<file path="config.mk">
export PLATFORM = sky130hd
export DESIGN_NAME = calendar_date_offset_flat
export DESIGN_NICKNAME = d
export VERILOG_FILES = /design/src/hw/rtl/cdo_pkg.sv /design/src/hw/rtl/cdo_req_if.sv /design/src/hw/rtl/cdo_rsp_if.sv /design/src/hw/rtl/cdo_datapath.sv /design/src/hw/rtl/cdo_controller.sv /design/src/hw/rtl/calendar_date_offset.sv /design/src/flat_wrapper.sv
export SDC_FILE = /design/constraint.sdc
export NUM_CORES = 2
export LEC_CHECK = 0
export BUFFER_PORTS_ARGS = -buffer_cell sky130_fd_sc_hd__clkbuf_2
export CORE_MARGIN = 2
export CORE_UTILIZATION = 40
export CTS_CLUSTER_SIZE = 8
export DETAILED_ROUTE_END_ITERATION = 6
export GPL_TIMING_DRIVEN = 0
export PLACE_DENSITY_LB_ADDON = 0.12
export SLEW_MARGIN = 25
export SYNTH_ARGS = -nofsm -noshare
export SYNTH_HDL_FRONTEND = slang
export SYNTH_SLANG_ARGS = --single-unit
</file>
<file path="constraint.sdc">
create_clock -name clock -period 7.6 [get_ports clock]
set_clock_uncertainty 0.2 [all_clocks]
set_input_delay 0.76 -clock clock [delete_from_list [all_inputs] [get_ports clock]]
set_output_delay 0.76 -clock clock [all_outputs]
set_load 0.005 [all_outputs]
</file>
<file path="src/hw/rtl/cdo_pkg.sv">
// ----------------------------------------------------------------------------
// cdo_pkg
// Shared widths, calendar constants and control types of the date offset unit.
// ----------------------------------------------------------------------------
package cdo_pkg;

   // field widths
   localparam int OFFSET_WIDTH = 21;
   localparam int YEAR_W       = 14;
   localparam int MONTH_W      = 4;
   localparam int DAY_W        = 5;

   // internal widths
   localparam int YP_W    = 15;
   localparam int Q25_W   = 8;
   localparam int COUNT_W = 23;
   localparam int T_W     = ((OFFSET_WIDTH > COUNT_W) ? OFFSET_WIDTH : COUNT_W) + 2;
   localparam int Z_W     = 22;
   localparam int REM_W   = 19;
   localparam int DOE_W   = 18;
   localparam int ERA_W   = 5;
   localparam int YOE_W   = 9;
   localparam int DOY_W   = 9;
   localparam int MP_W    = 4;

   // calendar constants
   localparam int DAYS_YEAR  = 365;
   localparam int YEAR_SHIFT = 400;
   localparam int ERA_DAYS   = 146097;
   localparam int CENT_DAYS  = 36524;
   localparam int QUAD_DAYS  = 1460;
   localparam int YEAR_MAX   = 9999;
   localparam int MONTH_MAX  = 12;
   localparam int DAY_MAX    = 31;

   localparam logic signed [T_W-1:0] LO_COUNT = T_W'(146037);
   localparam logic signed [T_W-1:0] HI_COUNT = T_W'(3798461);

   // reciprocal multipliers for division by constants
   localparam int DIV25_RECIP  = 2622;
   localparam int DIV25_SHIFT  = 16;
   localparam int INV25        = 3113;
   localparam int MULT25_LIMIT = 163;
   localparam int ERA_RECIP    = 1837;
   localparam int ERA_SHIFT    = 28;
   localparam int ERA_PROD_W   = 33;
   localparam int QUAD_RECIP   = 183861;
   localparam int QUAD_SHIFT   = 28;
   localparam int YEAR_RECIP   = 183861;
   localparam int YEAR_RSHIFT  = 26;
   localparam int RECIP_PROD_W = 36;

   typedef enum logic [3:0] {
      ST_IDLE,
      ST_CHECK,
      ST_SCALE,
      ST_BASE,
      ST_SHIFT,
      ST_BOUND,
      ST_ERA,
      ST_ERA_REM,
      ST_ERA_FIX,
      ST_YEAR_A,
      ST_YEAR_B,
      ST_YEAR_C,
      ST_DOY,
      ST_MONTH,
      ST_DATE,
      ST_FINISH
   } cdo_state_type;

   typedef struct packed {
      logic capture;
      logic check;
      logic scale;
      logic base;
      logic shift;
      logic bound;
      logic era;
      logic era_rem;
      logic era_fix;
      logic year_a;
      logic year_b;
      logic year_c;
      logic doy;
      logic month;
      logic date;
      logic put;
   } cdo_cmd_type;

   typedef struct packed {
      logic date_ok;
   } cdo_status_type;

endpackage

</file>
<file path="src/hw/rtl/cdo_req_if.sv">
// ----------------------------------------------------------------------------
// cdo_req_if
// Request channel of the date offset unit: start date and signed day offset.
// ----------------------------------------------------------------------------
interface cdo_req_if import cdo_pkg::*; ();

   logic                           valid;
   logic                           ready;
   logic        [YEAR_W-1:0]       in_year;
   logic        [MONTH_W-1:0]      in_month;
   logic        [DAY_W-1:0]        in_day;
   logic signed [OFFSET_WIDTH-1:0] offset_days;

   modport source (
      output valid, in_year, in_month, in_day, offset_days,
      input  ready
   );

   modport sink (
      input  valid, in_year, in_month, in_day, offset_days,
      output ready
   );

endinterface

</file>
<file path="src/hw/rtl/cdo_rsp_if.sv">
// ----------------------------------------------------------------------------
// cdo_rsp_if
// Response channel of the date offset unit: resulting date and status flags.
// ----------------------------------------------------------------------------
interface cdo_rsp_if import cdo_pkg::*; ();

   logic               valid;
   logic               ready;
   logic [YEAR_W-1:0]  out_year;
   logic [MONTH_W-1:0] out_month;
   logic [DAY_W-1:0]   out_day;
   logic               date_ok;
   logic               year_clamped;

   modport source (
      output valid, out_year, out_month, out_day, date_ok, year_clamped,
      input  ready
   );

   modport sink (
      input  valid, out_year, out_month, out_day, date_ok, year_clamped,
      output ready
   );

endinterface

</file>
<file path="src/hw/rtl/cdo_datapath.sv">
// ----------------------------------------------------------------------------
// cdo_datapath
// Date check, day count, offset add, range clamp and count-to-date conversion,
// one step per command from the controller.
// ----------------------------------------------------------------------------
module cdo_datapath import cdo_pkg::*; (
   input  logic                           clock,
   input  cdo_cmd_type                    cmd,
   output cdo_status_type                 status,
   input  logic        [YEAR_W-1:0]       in_year,
   input  logic        [MONTH_W-1:0]      in_month,
   input  logic        [DAY_W-1:0]        in_day,
   input  logic signed [OFFSET_WIDTH-1:0] offset_days,
   output logic        [YEAR_W-1:0]       out_year,
   output logic        [MONTH_W-1:0]      out_month,
   output logic        [DAY_W-1:0]        out_day,
   output logic                           date_ok,
   output logic                           year_clamped
);

   // true when x is a multiple of 25, for any 12-bit x
   function automatic logic is_mult25(input logic [11:0] x);
      logic [23:0] p;
      p = {12'b0, x} * 24'(INV25);
      return p[11:0] <= 12'(MULT25_LIMIT);
   endfunction

   // floor(x / 25) for x below 4681
   function automatic logic [Q25_W-1:0] div25(input logic [12:0] x);
      logic [24:0] p;
      p = {12'b0, x} * 25'(DIV25_RECIP);
      return p[DIV25_SHIFT +: Q25_W];
   endfunction

   // first day of each month, counted from march 1
   function automatic logic [DOY_W-1:0] month_start(input logic [MP_W-1:0] mp);
      logic [DOY_W-1:0] s;
      case (mp)
         4'd0:    s = DOY_W'(0);
         4'd1:    s = DOY_W'(31);
         4'd2:    s = DOY_W'(61);
         4'd3:    s = DOY_W'(92);
         4'd4:    s = DOY_W'(122);
         4'd5:    s = DOY_W'(153);
         4'd6:    s = DOY_W'(184);
         4'd7:    s = DOY_W'(214);
         4'd8:    s = DOY_W'(245);
         4'd9:    s = DOY_W'(275);
         4'd10:   s = DOY_W'(306);
         4'd11:   s = DOY_W'(337);
         default: s = DOY_W'(0);
      endcase
      return s;
   endfunction

   function automatic logic [DAY_W-1:0] month_len(input logic [MONTH_W-1:0] m,
                                                  input logic leap);
      logic [DAY_W-1:0] n;
      case (m)
         4'd2:                      n = leap ? DAY_W'(29) : DAY_W'(28);
         4'd4, 4'd6, 4'd9, 4'd11:   n = DAY_W'(30);
         4'd1, 4'd3, 4'd5, 4'd7,
         4'd8, 4'd10, 4'd12:        n = DAY_W'(31);
         default:                   n = DAY_W'(0);
      endcase
      return n;
   endfunction

   // captured request
   logic        [YEAR_W-1:0]       year_ff;
   logic        [MONTH_W-1:0]      month_ff;
   logic        [DAY_W-1:0]        day_ff;
   logic signed [OFFSET_WIDTH-1:0] offset_ff;

   // date to count
   logic                   ok_ff;
   logic [YP_W-1:0]        yp_ff;
   logic [DOY_W-1:0]       start_doy_ff;
   logic [Q25_W-1:0]       q100_ff;
   logic [Q25_W-1:0]       q400_ff;
   logic [COUNT_W-1:0]     y365_ff;
   logic [COUNT_W-1:0]     base_ff;
   logic signed [T_W-1:0]  t_ff;
   logic                   under_ff;
   logic                   over_ff;
   logic [Z_W-1:0]         z_ff;

   // count to date
   logic [ERA_W-1:0]       era_est_ff;
   logic [REM_W-1:0]       rem_ff;
   logic [ERA_W-1:0]       era_ff;
   logic [DOE_W-1:0]       doe_ff;
   logic [6:0]             q1460_ff;
   logic [2:0]             q36524_ff;
   logic                   last_ff;
   logic [DOE_W-1:0]       a_ff;
   logic [YOE_W-1:0]       yoe_ff;
   logic [DOY_W-1:0]       res_doy_ff;
   logic [MP_W-1:0]        mp_ff;
   logic [YEAR_W-1:0]      ybase_ff;
   logic [YEAR_W-1:0]      date_year_ff;
   logic [MONTH_W-1:0]     date_month_ff;
   logic [DAY_W-1:0]       date_day_ff;

   // response register
   logic [YEAR_W-1:0]      out_year_ff;
   logic [MONTH_W-1:0]     out_month_ff;
   logic [DAY_W-1:0]       out_day_ff;
   logic                   date_ok_ff;
   logic                   year_clamped_ff;

   // check step
   logic                   early_c;
   logic                   leap_c;
   logic [MP_W-1:0]        mp_c;

   // conversion helpers
   logic [ERA_PROD_W-1:0]   era_prod_c;
   logic [RECIP_PROD_W-1:0] quad_prod_c;
   logic [RECIP_PROD_W-1:0] year_prod_c;
   logic [1:0]              cent_c;
   logic [DOE_W-1:0]        yday_c;
   logic [MP_W-1:0]         mp_count_c;
   logic                    jan_feb_c;

   always_comb begin
      early_c = month_ff <= MONTH_W'(2);
      leap_c  = (year_ff[1:0] == 2'b00) &&
                (!is_mult25(year_ff[YEAR_W-1:2]) ||
                 ((year_ff[3:0] == 4'b0000) && is_mult25({2'b00, year_ff[YEAR_W-1:4]})));
      mp_c    = early_c ? month_ff + MP_W'(9) : month_ff - MP_W'(3);

      era_prod_c  = ERA_PROD_W'(z_ff) * ERA_PROD_W'(ERA_RECIP);
      quad_prod_c = RECIP_PROD_W'(doe_ff) * RECIP_PROD_W'(QUAD_RECIP);
      year_prod_c = RECIP_PROD_W'(a_ff) * RECIP_PROD_W'(YEAR_RECIP);

      cent_c = 2'(yoe_ff >= YOE_W'(100)) + 2'(yoe_ff >= YOE_W'(200)) +
               2'(yoe_ff >= YOE_W'(300));
      yday_c = DOE_W'(yoe_ff) * DOE_W'(DAYS_YEAR) + DOE_W'(yoe_ff[YOE_W-1:2]) -
               DOE_W'(cent_c);

      mp_count_c = '0;
      for (int k = 1; k < 12; k++) begin
         mp_count_c = mp_count_c + MP_W'(res_doy_ff >= month_start(MP_W'(k)));
      end

      jan_feb_c = mp_ff >= MP_W'(10);
   end

   always_ff @(posedge clock) begin
      if (cmd.capture) begin
         year_ff   <= in_year;
         month_ff  <= in_month;
         day_ff    <= in_day;
         offset_ff <= offset_days;
      end
      if (cmd.check) begin
         ok_ff        <= (day_ff != '0) && (day_ff <= month_len(month_ff, leap_c));
         yp_ff        <= YP_W'(year_ff) + YP_W'(YEAR_SHIFT) - YP_W'(early_c);
         start_doy_ff <= month_start(mp_c) + DOY_W'(day_ff) - DOY_W'(1);
      end
      if (cmd.scale) begin
         q100_ff <= div25(yp_ff[YP_W-1:2]);
         q400_ff <= div25({2'b00, yp_ff[YP_W-1:4]});
         y365_ff <= COUNT_W'(yp_ff) * COUNT_W'(DAYS_YEAR);
      end
      if (cmd.base) begin
         base_ff <= y365_ff + COUNT_W'(yp_ff[YP_W-1:2]) - COUNT_W'(q100_ff) +
                    COUNT_W'(q400_ff) + COUNT_W'(start_doy_ff);
      end
      if (cmd.shift) begin
         t_ff <= $signed(T_W'(base_ff)) + T_W'(offset_ff);
      end
      if (cmd.bound) begin
         under_ff <= t_ff < LO_COUNT;
         over_ff  <= t_ff > HI_COUNT;
         z_ff     <= t_ff[Z_W-1:0];
      end
      if (cmd.era) begin
         era_est_ff <= era_prod_c[ERA_SHIFT +: ERA_W];
      end
      if (cmd.era_rem) begin
         rem_ff <= REM_W'(z_ff - Z_W'(era_est_ff) * Z_W'(ERA_DAYS));
      end
      if (cmd.era_fix) begin
         if (rem_ff >= REM_W'(ERA_DAYS)) begin
            era_ff <= era_est_ff + ERA_W'(1);
            doe_ff <= DOE_W'(rem_ff - REM_W'(ERA_DAYS));
         end else begin
            era_ff <= era_est_ff;
            doe_ff <= DOE_W'(rem_ff);
         end
      end
      if (cmd.year_a) begin
         q1460_ff  <= quad_prod_c[QUAD_SHIFT +: 7];
         q36524_ff <= 3'(doe_ff >= DOE_W'(CENT_DAYS)) +
                      3'(doe_ff >= DOE_W'(2 * CENT_DAYS)) +
                      3'(doe_ff >= DOE_W'(3 * CENT_DAYS)) +
                      3'(doe_ff >= DOE_W'(4 * CENT_DAYS));
         last_ff   <= doe_ff == DOE_W'(ERA_DAYS - 1);
      end
      if (cmd.year_b) begin
         a_ff <= doe_ff - DOE_W'(q1460_ff) + DOE_W'(q36524_ff) - DOE_W'(last_ff);
      end
      if (cmd.year_c) begin
         yoe_ff <= year_prod_c[YEAR_RSHIFT +: YOE_W];
      end
      if (cmd.doy) begin
         res_doy_ff <= DOY_W'(doe_ff - yday_c);
      end
      if (cmd.month) begin
         mp_ff    <= mp_count_c;
         ybase_ff <= YEAR_W'(yoe_ff) + YEAR_W'(era_ff) * YEAR_W'(YEAR_SHIFT);
      end
      if (cmd.date) begin
         date_day_ff   <= DAY_W'(res_doy_ff - month_start(mp_ff) + DOY_W'(1));
         date_month_ff <= jan_feb_c ? mp_ff - MONTH_W'(9) : mp_ff + MONTH_W'(3);
         date_year_ff  <= ybase_ff + YEAR_W'(jan_feb_c) - YEAR_W'(YEAR_SHIFT);
      end
      if (cmd.put) begin
         if (!ok_ff) begin
            out_year_ff     <= year_ff;
            out_month_ff    <= month_ff;
            out_day_ff      <= day_ff;
            date_ok_ff      <= 1'b0;
            year_clamped_ff <= 1'b0;
         end else if (under_ff) begin
            out_year_ff     <= '0;
            out_month_ff    <= MONTH_W'(1);
            out_day_ff      <= DAY_W'(1);
            date_ok_ff      <= 1'b1;
            year_clamped_ff <= 1'b1;
         end else if (over_ff) begin
            out_year_ff     <= YEAR_W'(YEAR_MAX);
            out_month_ff    <= MONTH_W'(MONTH_MAX);
            out_day_ff      <= DAY_W'(DAY_MAX);
            date_ok_ff      <= 1'b1;
            year_clamped_ff <= 1'b1;
         end else begin
            out_year_ff     <= date_year_ff;
            out_month_ff    <= date_month_ff;
            out_day_ff      <= date_day_ff;
            date_ok_ff      <= 1'b1;
            year_clamped_ff <= 1'b0;
         end
      end
   end

   assign status.date_ok = ok_ff;

   assign out_year     = out_year_ff;
   assign out_month    = out_month_ff;
   assign out_day      = out_day_ff;
   assign date_ok      = date_ok_ff;
   assign year_clamped = year_clamped_ff;

endmodule

</file>
<file path="src/hw/rtl/cdo_controller.sv">
// ----------------------------------------------------------------------------
// cdo_controller
// Sequencer of the date offset unit: request and response handshakes and the
// step commands for the datapath.
// ----------------------------------------------------------------------------
module cdo_controller import cdo_pkg::*; (
   input  logic           clock,
   input  logic           reset,
   input  logic           req_valid,
   output logic           req_ready,
   output logic           rsp_valid,
   input  logic           rsp_ready,
   output cdo_cmd_type    cmd,
   input  cdo_status_type status
);

   cdo_state_type state_ff;
   cdo_state_type state_in;
   logic          rsp_valid_ff;
   logic          rsp_valid_in;
   logic          slot_free;

   assign slot_free = !rsp_valid_ff || rsp_ready;

   always_ff @(posedge clock) begin
      if (reset) begin
         state_ff     <= ST_IDLE;
         rsp_valid_ff <= 1'b0;
      end else begin
         state_ff     <= state_in;
         rsp_valid_ff <= rsp_valid_in;
      end
   end

   // next state
   always_comb begin
      state_in = state_ff;
      unique case (state_ff)
         ST_IDLE:    if (req_valid) state_in = ST_CHECK;
         ST_CHECK:   state_in = ST_SCALE;
         ST_SCALE:   state_in = status.date_ok ? ST_BASE : ST_FINISH;
         ST_BASE:    state_in = ST_SHIFT;
         ST_SHIFT:   state_in = ST_BOUND;
         ST_BOUND:   state_in = ST_ERA;
         ST_ERA:     state_in = ST_ERA_REM;
         ST_ERA_REM: state_in = ST_ERA_FIX;
         ST_ERA_FIX: state_in = ST_YEAR_A;
         ST_YEAR_A:  state_in = ST_YEAR_B;
         ST_YEAR_B:  state_in = ST_YEAR_C;
         ST_YEAR_C:  state_in = ST_DOY;
         ST_DOY:     state_in = ST_MONTH;
         ST_MONTH:   state_in = ST_DATE;
         ST_DATE:    state_in = ST_FINISH;
         ST_FINISH:  if (slot_free) state_in = ST_IDLE;
         default:    state_in = ST_IDLE;
      endcase
   end

   // outputs
   always_comb begin
      cmd       = '0;
      req_ready = 1'b0;
      unique case (state_ff)
         ST_IDLE: begin
            req_ready   = 1'b1;
            cmd.capture = req_valid;
         end
         ST_CHECK:   cmd.check   = 1'b1;
         ST_SCALE:   cmd.scale   = 1'b1;
         ST_BASE:    cmd.base    = 1'b1;
         ST_SHIFT:   cmd.shift   = 1'b1;
         ST_BOUND:   cmd.bound   = 1'b1;
         ST_ERA:     cmd.era     = 1'b1;
         ST_ERA_REM: cmd.era_rem = 1'b1;
         ST_ERA_FIX: cmd.era_fix = 1'b1;
         ST_YEAR_A:  cmd.year_a  = 1'b1;
         ST_YEAR_B:  cmd.year_b  = 1'b1;
         ST_YEAR_C:  cmd.year_c  = 1'b1;
         ST_DOY:     cmd.doy     = 1'b1;
         ST_MONTH:   cmd.month   = 1'b1;
         ST_DATE:    cmd.date    = 1'b1;
         ST_FINISH:  cmd.put     = slot_free;
         default:    cmd         = '0;
      endcase

      rsp_valid_in = rsp_valid_ff;
      if (rsp_valid_ff && rsp_ready) begin
         rsp_valid_in = 1'b0;
      end
      if (cmd.put) begin
         rsp_valid_in = 1'b1;
      end
   end

   assign rsp_valid = rsp_valid_ff;

endmodule

</file>
<file path="src/hw/rtl/calendar_date_offset.sv">
// ----------------------------------------------------------------------------
// calendar_date_offset
// Gregorian date plus signed day offset, with date check and year saturation.
// ----------------------------------------------------------------------------
// One request at a time. A valid date passes 14 datapath steps (day count,
// offset add, range check, then count-to-date through 400-year cycles by
// reciprocal multiplication), the response load, which waits while the
// previous response is untaken, and the return to idle. An invalid date is
// echoed after the check and scale steps. The time does not depend on the
// offset. The response register lets the next request in while a response
// is still waiting to be taken.
module calendar_date_offset import cdo_pkg::*; (
   input logic       clock,
   input logic       reset,
   cdo_req_if.sink   req_ch,
   cdo_rsp_if.source rsp_ch
);

   cdo_cmd_type    cmd;
   cdo_status_type status;

   cdo_controller u_ctrl (
      .clock     (clock),
      .reset     (reset),
      .req_valid (req_ch.valid),
      .req_ready (req_ch.ready),
      .rsp_valid (rsp_ch.valid),
      .rsp_ready (rsp_ch.ready),
      .cmd       (cmd),
      .status    (status)
   );

   cdo_datapath u_dp (
      .clock        (clock),
      .cmd          (cmd),
      .status       (status),
      .in_year      (req_ch.in_year),
      .in_month     (req_ch.in_month),
      .in_day       (req_ch.in_day),
      .offset_days  (req_ch.offset_days),
      .out_year     (rsp_ch.out_year),
      .out_month    (rsp_ch.out_month),
      .out_day      (rsp_ch.out_day),
      .date_ok      (rsp_ch.date_ok),
      .year_clamped (rsp_ch.year_clamped)
   );

endmodule
</file>
<file path="src/flat_wrapper.sv">
// flat-port wrapper written by rule: the top's interface ports become plain ports
module calendar_date_offset_flat import cdo_pkg::*;
  (clock, reset, req_ch_valid, req_ch_in_year, req_ch_in_month, req_ch_in_day, req_ch_offset_days, req_ch_ready, rsp_ch_valid, rsp_ch_out_year, rsp_ch_out_month, rsp_ch_out_day, rsp_ch_date_ok, rsp_ch_year_clamped, rsp_ch_ready);
  cdo_req_if req_ch_i ();
  cdo_rsp_if rsp_ch_i ();
  input logic clock;
  input logic reset;
  input wire logic [$bits(req_ch_i.valid)-1:0] req_ch_valid;
  input wire logic [$bits(req_ch_i.in_year)-1:0] req_ch_in_year;
  input wire logic [$bits(req_ch_i.in_month)-1:0] req_ch_in_month;
  input wire logic [$bits(req_ch_i.in_day)-1:0] req_ch_in_day;
  input wire logic [$bits(req_ch_i.offset_days)-1:0] req_ch_offset_days;
  output wire logic [$bits(req_ch_i.ready)-1:0] req_ch_ready;
  output wire logic [$bits(rsp_ch_i.valid)-1:0] rsp_ch_valid;
  output wire logic [$bits(rsp_ch_i.out_year)-1:0] rsp_ch_out_year;
  output wire logic [$bits(rsp_ch_i.out_month)-1:0] rsp_ch_out_month;
  output wire logic [$bits(rsp_ch_i.out_day)-1:0] rsp_ch_out_day;
  output wire logic [$bits(rsp_ch_i.date_ok)-1:0] rsp_ch_date_ok;
  output wire logic [$bits(rsp_ch_i.year_clamped)-1:0] rsp_ch_year_clamped;
  input wire logic [$bits(rsp_ch_i.ready)-1:0] rsp_ch_ready;
  assign req_ch_i.valid = req_ch_valid;
  assign req_ch_i.in_year = req_ch_in_year;
  assign req_ch_i.in_month = req_ch_in_month;
  assign req_ch_i.in_day = req_ch_in_day;
  assign req_ch_i.offset_days = req_ch_offset_days;
  assign req_ch_ready = req_ch_i.ready;
  assign rsp_ch_valid = rsp_ch_i.valid;
  assign rsp_ch_out_year = rsp_ch_i.out_year;
  assign rsp_ch_out_month = rsp_ch_i.out_month;
  assign rsp_ch_out_day = rsp_ch_i.out_day;
  assign rsp_ch_date_ok = rsp_ch_i.date_ok;
  assign rsp_ch_year_clamped = rsp_ch_i.year_clamped;
  assign rsp_ch_i.ready = rsp_ch_ready;
  calendar_date_offset u_core (.clock(clock), .reset(reset), .req_ch(req_ch_i), .rsp_ch(rsp_ch_i));
endmodule
</file>
After elaboration in Yosys (flattened, before gate mapping)
Memories as Yosys holds them, arrays and structs flattened. A register that Yosys moved wholly into a read port is not among the register bits.
Cells that the tools add are included.
Operators by class
  add/sub/neg operators: 42
  $mul: 11
  magnitude comparators: 26
  equality and inequality tests: 30
  mux-type cells: 45
  reductions and logical operators: 16
Operators with widths (count)
  multiplier 18 x 18 -> 35 bit (second input constant): 2
  one-hot mux 4 bit (16 select lines): 1
  equality test 4 bit (second input constant): 13
  >= comparator 9 x 8 -> 1 bit (second input constant): 5
  two-way mux 14 bit: 3
  >= comparator 18 x 17 -> 1 bit (second input constant): 2
  >= comparator 9 bit (second input constant): 4
  two-way mux 4 bit: 9
  multiplier 22 x 11 -> 33 bit (second input constant): 1
  equality test 4 x 3 -> 1 bit (second input constant): 8
  two-way mux 5 bit: 6
  adder 4 x 1 -> 4 bit: 7
  >= comparator 9 x 7 -> 1 bit (second input constant): 3
  adder 24 x 21 -> 25 bit: 1
  greater-than comparator 25 x 23 -> 1 bit (second input constant): 1
  < comparator 25 x 19 -> 1 bit (second input constant): 1
  less-or-equal comparator 12 x 8 -> 1 bit (second input constant): 2
  adder 23 x 13 -> 23 bit: 1
  adder 23 x 7 -> 23 bit: 1
  adder 23 x 9 -> 23 bit: 1
  multiplier 13 x 11 -> 23 bit (second input constant): 1
  multiplier 15 x 9 -> 23 bit (second input constant): 1
  two-way mux 1 bit: 23
  subtractor 23 x 8 -> 23 bit: 1
  57 further kinds: 72
Word-level totals
  register bits after elaboration: 344
  ROM bits: 288
  output and inout port bits: 27
  logic and storage cells: 209
  memories: 2
Memory list
  (no name shown): words 16, bits a word 9, rd ports 1, clocked after memory_dff 0, wr ports 0, RTL line cdo_datapath.sv:38  | case (mp)
  (no name shown): words 16, bits a word 9, rd ports 1, clocked after memory_dff 1, wr ports 0, RTL line cdo_datapath.sv:38

Logic depth before layout (Yosys ltp)
  depth in word-level cells: 12
  mapped depth: 24
  gate-level depth less buffers: 24

Modules after synthesis
A second synthesis with hierarchy kept.
Second synthesis, totals
  cell total of the unflattened synthesis: 4018
  area total of the unflattened synthesis: 44223.7 um^2
Modules (own cells, without submodules)
  cdo_datapath: instances 1, cells an instance 3967, area an instance 43862.1 um^2, sequential area each 10279.9 um^2
  cdo_controller: instances 1, cells an instance 51, area an instance 361.6 um^2, sequential area each 100.1 um^2

Worst setup path after synthesis
No wires, ideal clock.
  path type: register to register
  from: register u_core.u_dp.doe_ff[3]
  to: register u_core.u_dp.q1460_ff[2], data pin
  setup time: 0.258 ns
  data arrival time: 5.281 ns
  data required time: 7.142 ns
  setup slack: 1.861 ns
  stages on the path, launching flop included: 19
  buffers on the path: 0
  clock period less this slack: 5.739 ns
  cell sequence: edfxtp_1 -> ha_1 -> inv_1 -> fa_1 -> inv_1 -> fa_1 -> fa_1 -> fa_1 -> fa_1 -> ha_1 -> a21o_1 -> a21o_1 -> a21oi_1 -> o21ai_0 -> a21o_1 -> a2111oi_0 -> o41ai_1 -> a21oi_1 -> xnor2_1
Between the ends
  word-level cells in the longest chain between the ends: 1
RTL lines
  start: declaration: RTL line cdo_datapath.sv:92  | logic [DOE_W-1:0] doe_ff;
  start signal: assignment: RTL line cdo_datapath.sv:188  | doe_ff <= DOE_W'(rem_ff - REM_W'(ERA_DAYS));
  start signal: assignment: RTL line cdo_datapath.sv:191  | doe_ff <= DOE_W'(rem_ff);
  multiplier 18 x 18 -> 35 bit: RTL line cdo_datapath.sv:134  | quad_prod_c = RECIP_PROD_W'(doe_ff) * RECIP_PROD_W'(QUAD_RECIP);
  via u_core.u_dp.quad_prod_c[30]: RTL line cdo_datapath.sv:119  | logic [RECIP_PROD_W-1:0] quad_prod_c;
  end signal: assignment: RTL line cdo_datapath.sv:195  | q1460_ff <= quad_prod_c[QUAD_SHIFT +: 7];
  end: declaration: RTL line cdo_datapath.sv:93  | logic [6:0] q1460_ff;
The timed path passes the listed nets, and every way through them passes these cells.
A chain may end at the register's enable or synchronous reset.

Worst setup path in the final report
  from: register u_core.u_dp.doe_ff[4]
  to: register u_core.u_dp.q1460_ff[0], data pin
The elaborated chain is that of the path after synthesis.

==> results.yml <==
sta:
  rsz0062_at_grt: "false"
  tightest_slew_ns: 0.930
  fin_setup_tns_ns: 0
  slew_headroom_pct: 37.8
  fin_ws_ns: 0.768
  fin_crit_sh_pct: 89.9
  drv_slew: 0
  finalHoldViolCount: 0
  max_freq_mhz: 146
  setup_viol: 0
  fin_crit_ns: 6.83
detailed_routing:
  num_vias: 27279
  finalWirelength_mm: 97.9
  wl_per_cell_um: 17.4
  route.antenna.remaining_nets: 0
  drc: 0
  drt-initial-drc-count: 1231
  firstDrtPassIters: 7
  routed_via_density: 4.84
global_route:
  grt_max_degree: 24
  grtUsageTotal_pct: 18.2
  antenna_found_initial: 6
  grt_first_pass_wirelength_mm: 161
  grt_pass1_vias: 29240
  grt_overflow_total: 0
floorplan:
  core_mm2: 0.109
  die_h_um: 336
  start_util_pct: 40.4
  io_pins: 75
  num_rows: 121
  die-width_um: 336
  fp.dieArea_mm2: 0.113
power:
  clock_power_share_pct: 13.7
  netSwitchingFraction_pct: 43.6
  cellPowerDensity_mw_per_mm2: 330
  peakVddDrop_mv: 0.551
  seq_power_share_pct: 19.3
  p_total_mw: 15.9
  comb_power_share_pct: 67.0
  internal-power_mw: 8.98
  p_switching_mw: 6.94
  total_leakage_power_nw: 23.3
cts:
  cts_setup_buffers: 0
  path_clk_slew_ns: 0.05
  htree_num_levels: 2
  cts_sinks: 349
  clock-root-buffer: "clkbuf_16"
  clockBufferDepth: 3
  hold_buffers: 0
  clk_latency_ns: 0.60
  numCtsBuffers: 52
  cts_tree: "done"
  postCtsResizedCells: 0
hold_path:
  hold_path_class: "in2reg"
  worstHoldStart: "req_ch_in_day[4]"
synth:
  synth_edf_count: 339
  netlist_area_mm2: 0.0442
  ys_seq_area_share_pct: 23.5
  syn_nets: 5492
  ys.flop_type: "edfxtp_1"
  yosys_register_bits: 349
  yosysUniqueCellTypes: 77
  netlist_top_cells_area: "ha_1 26%, fa_1 24%, edfxtp_1 23%, inv_1 7.8%, xnor2_1 3.4%"
  postSynthAreaPerCell_um2: 11.1
  async_reset_ff_share_pct: 0
  synth_cells: 3985
  synth_warnings: 0
  synth_top_cell_area_share_pct: 26.4
  synth_top_cell_by_area: "ha_1"
run_status:
  status: "finished, final reports clean"
place:
  place_congestion: 0.828
  numPortBuffers: 74
  dp.cells: 5558
  pre_cts_slack_ns: 0.747
  hpwlAfterDp_mm: 82.4
setup_path:
  startpoint: "u_core.u_dp.doe_ff[4]"
  crit_arrival_ns: 7.03
  cp_data_required_time_ns: 7.79
  r2r_start: "u_core.u_dp.doe_ff[4]"
  cp-end-kind: "flip-flop"
  cp_max_fo: 11
  path_class: "reg2reg"
  start_kind: "flip-flop"
layout:
  final_common_cell: "ha_1"
  syn_to_final_growth_pct: 9.09
  final_cell_mix: "932 x ha_1, 923 x inv_1, 527 x fa_1"
  stdcell_count: 5637
  drive_gt1_share_pct: 5.07
  nNetsFinal: 5643
run:
  max_cap_violations: 0
critical path: stages (launching register included):
cell and delay [ns]:
edfxtp_1 0.91, inv_1 0.39, fa_1 0.62, inv_1 0.06, fa_1 0.50, fa_1 0.54
fa_1 0.52, fa_1 0.49, ha_1 0.31, and4_1 0.22, o21ai_0 0.12, o21ai_0 0.24
a21o_1 0.26, a2111oi_0 0.17, or4b_2 0.68, nand3_1 0.12, xor2_1 0.27
routing by layer:
metal	wire [µm]	vias to the layer above	track usage, %
met3	3390	97	2.88
li1	-	13570	-
met2	44800	289	29.5
met4	2000	8	4.03
met5	43	-	0
met1	47700	13315	25.8
Yosys cell counts (5+ instances only):
cell type and count:
ha_1 932, inv_1 923, fa_1 527, edfxtp_1 339, xnor2_1 174, a21oi_1 152, nor2_1 119, nand2_1 93
o21ai_0 89, xor2_1 65, a21o_1 58, o21bai_1 45, nand3_1 43, nor3_1 41, o21a_1 33, clkbuf_1 24
nand2b_1 22, nor2b_1 22, and3_1 20, a211oi_1 19, nand4_1 19, mux2i_1 17, a31oi_1 14, nor4_1 14
and2_1 11, o211ai_1 11, a31o_2 10, dfxtp_1 10, o31ai_1 9, or3_1 9, or4_1 7, a2111oi_0 6
o2111ai_1 6, o31a_1 6, or2_2 6, a211o_1 5, a21boi_0 5, a41oi_1 5, mux2_2 5
registers in the layout, indices dropped and copies added (netlist names), 15 cells and up, named ones only:
| name | cells |
|---|---|
| u_core.u_dp.t_ff | 25 |
| u_core.u_dp.base_ff | 23 |
| u_core.u_dp.y365_ff | 23 |
| u_core.u_dp.z_ff | 22 |
| u_core.u_dp.offset_ff | 21 |
| u_core.u_dp.rem_ff | 19 |
| u_core.u_dp.a_ff | 18 |
| u_core.u_dp.doe_ff | 18 |
| u_core.u_dp.yp_ff | 15 |
kinds of logic (layout without fill, tap and decap cells):
family,Yosys count,count (layout),synth area share [%]
flops,349,349,23.5
mux,22,22,0.512
other cells,0,3,0
fa+ha+maj,1459,1459,50.2
buf+inv,948,1121,8.07
simple gates,445,445,4.99
compound gates,523,523,7.97
xor+xnor,239,239,4.74
stage by stage:
stage | cell area (µm²) | hold slack (ns) | utilization, %
after floorplan | 44200 | 0.224 | -
after global placement | 46400 | 0.234 | 42.5
after detailed placement | 46700 | 0.238 | 42.7
after CTS | 48200 | 0.0848 | 44.1
after global routing | 48200 | 0.0948 | 44.1
final | 48200 | 0.130 | 44.1
power groups by stage:
stage	combinational, mW	clock (mW)	sequential, mW
after floorplan	8.31	0	3.01
after global placement	10.7	0	3.13
after detailed placement	10.8	0	3.12
after CTS	10.9	2.26	3.08
after global routing	12.5	2.33	3.10
final	10.7	2.18	3.07
layout make-up:
cell class              count  area (µm²)
fillers                 10506       61100
multi-input cells        2688       30300
flip-flops and latches    349       10400
inverters                 923        3460
well taps                1476        1850
clock buffers              68        1390
repair buffers             97         607
plain buffers              25         101
clock inverters             8        98.8
diodes                      3        7.51
final timing paths:
path / end / slack [ns] / depth (start not counted)
worst max-delay path: u_core.u_dp.q1460_ff[0] / 0.77 / 16
worst min-delay path: u_core.u_dp.day_ff[4] / 0.13 / 1
worst max register to register: u_core.u_dp.q1460_ff[0] / 0.77 / 16
worst min register to register: u_core.u_dp.z_ff[12] / 0.25 / 0
No activity file was read; power rests on OpenSTA's default activity.
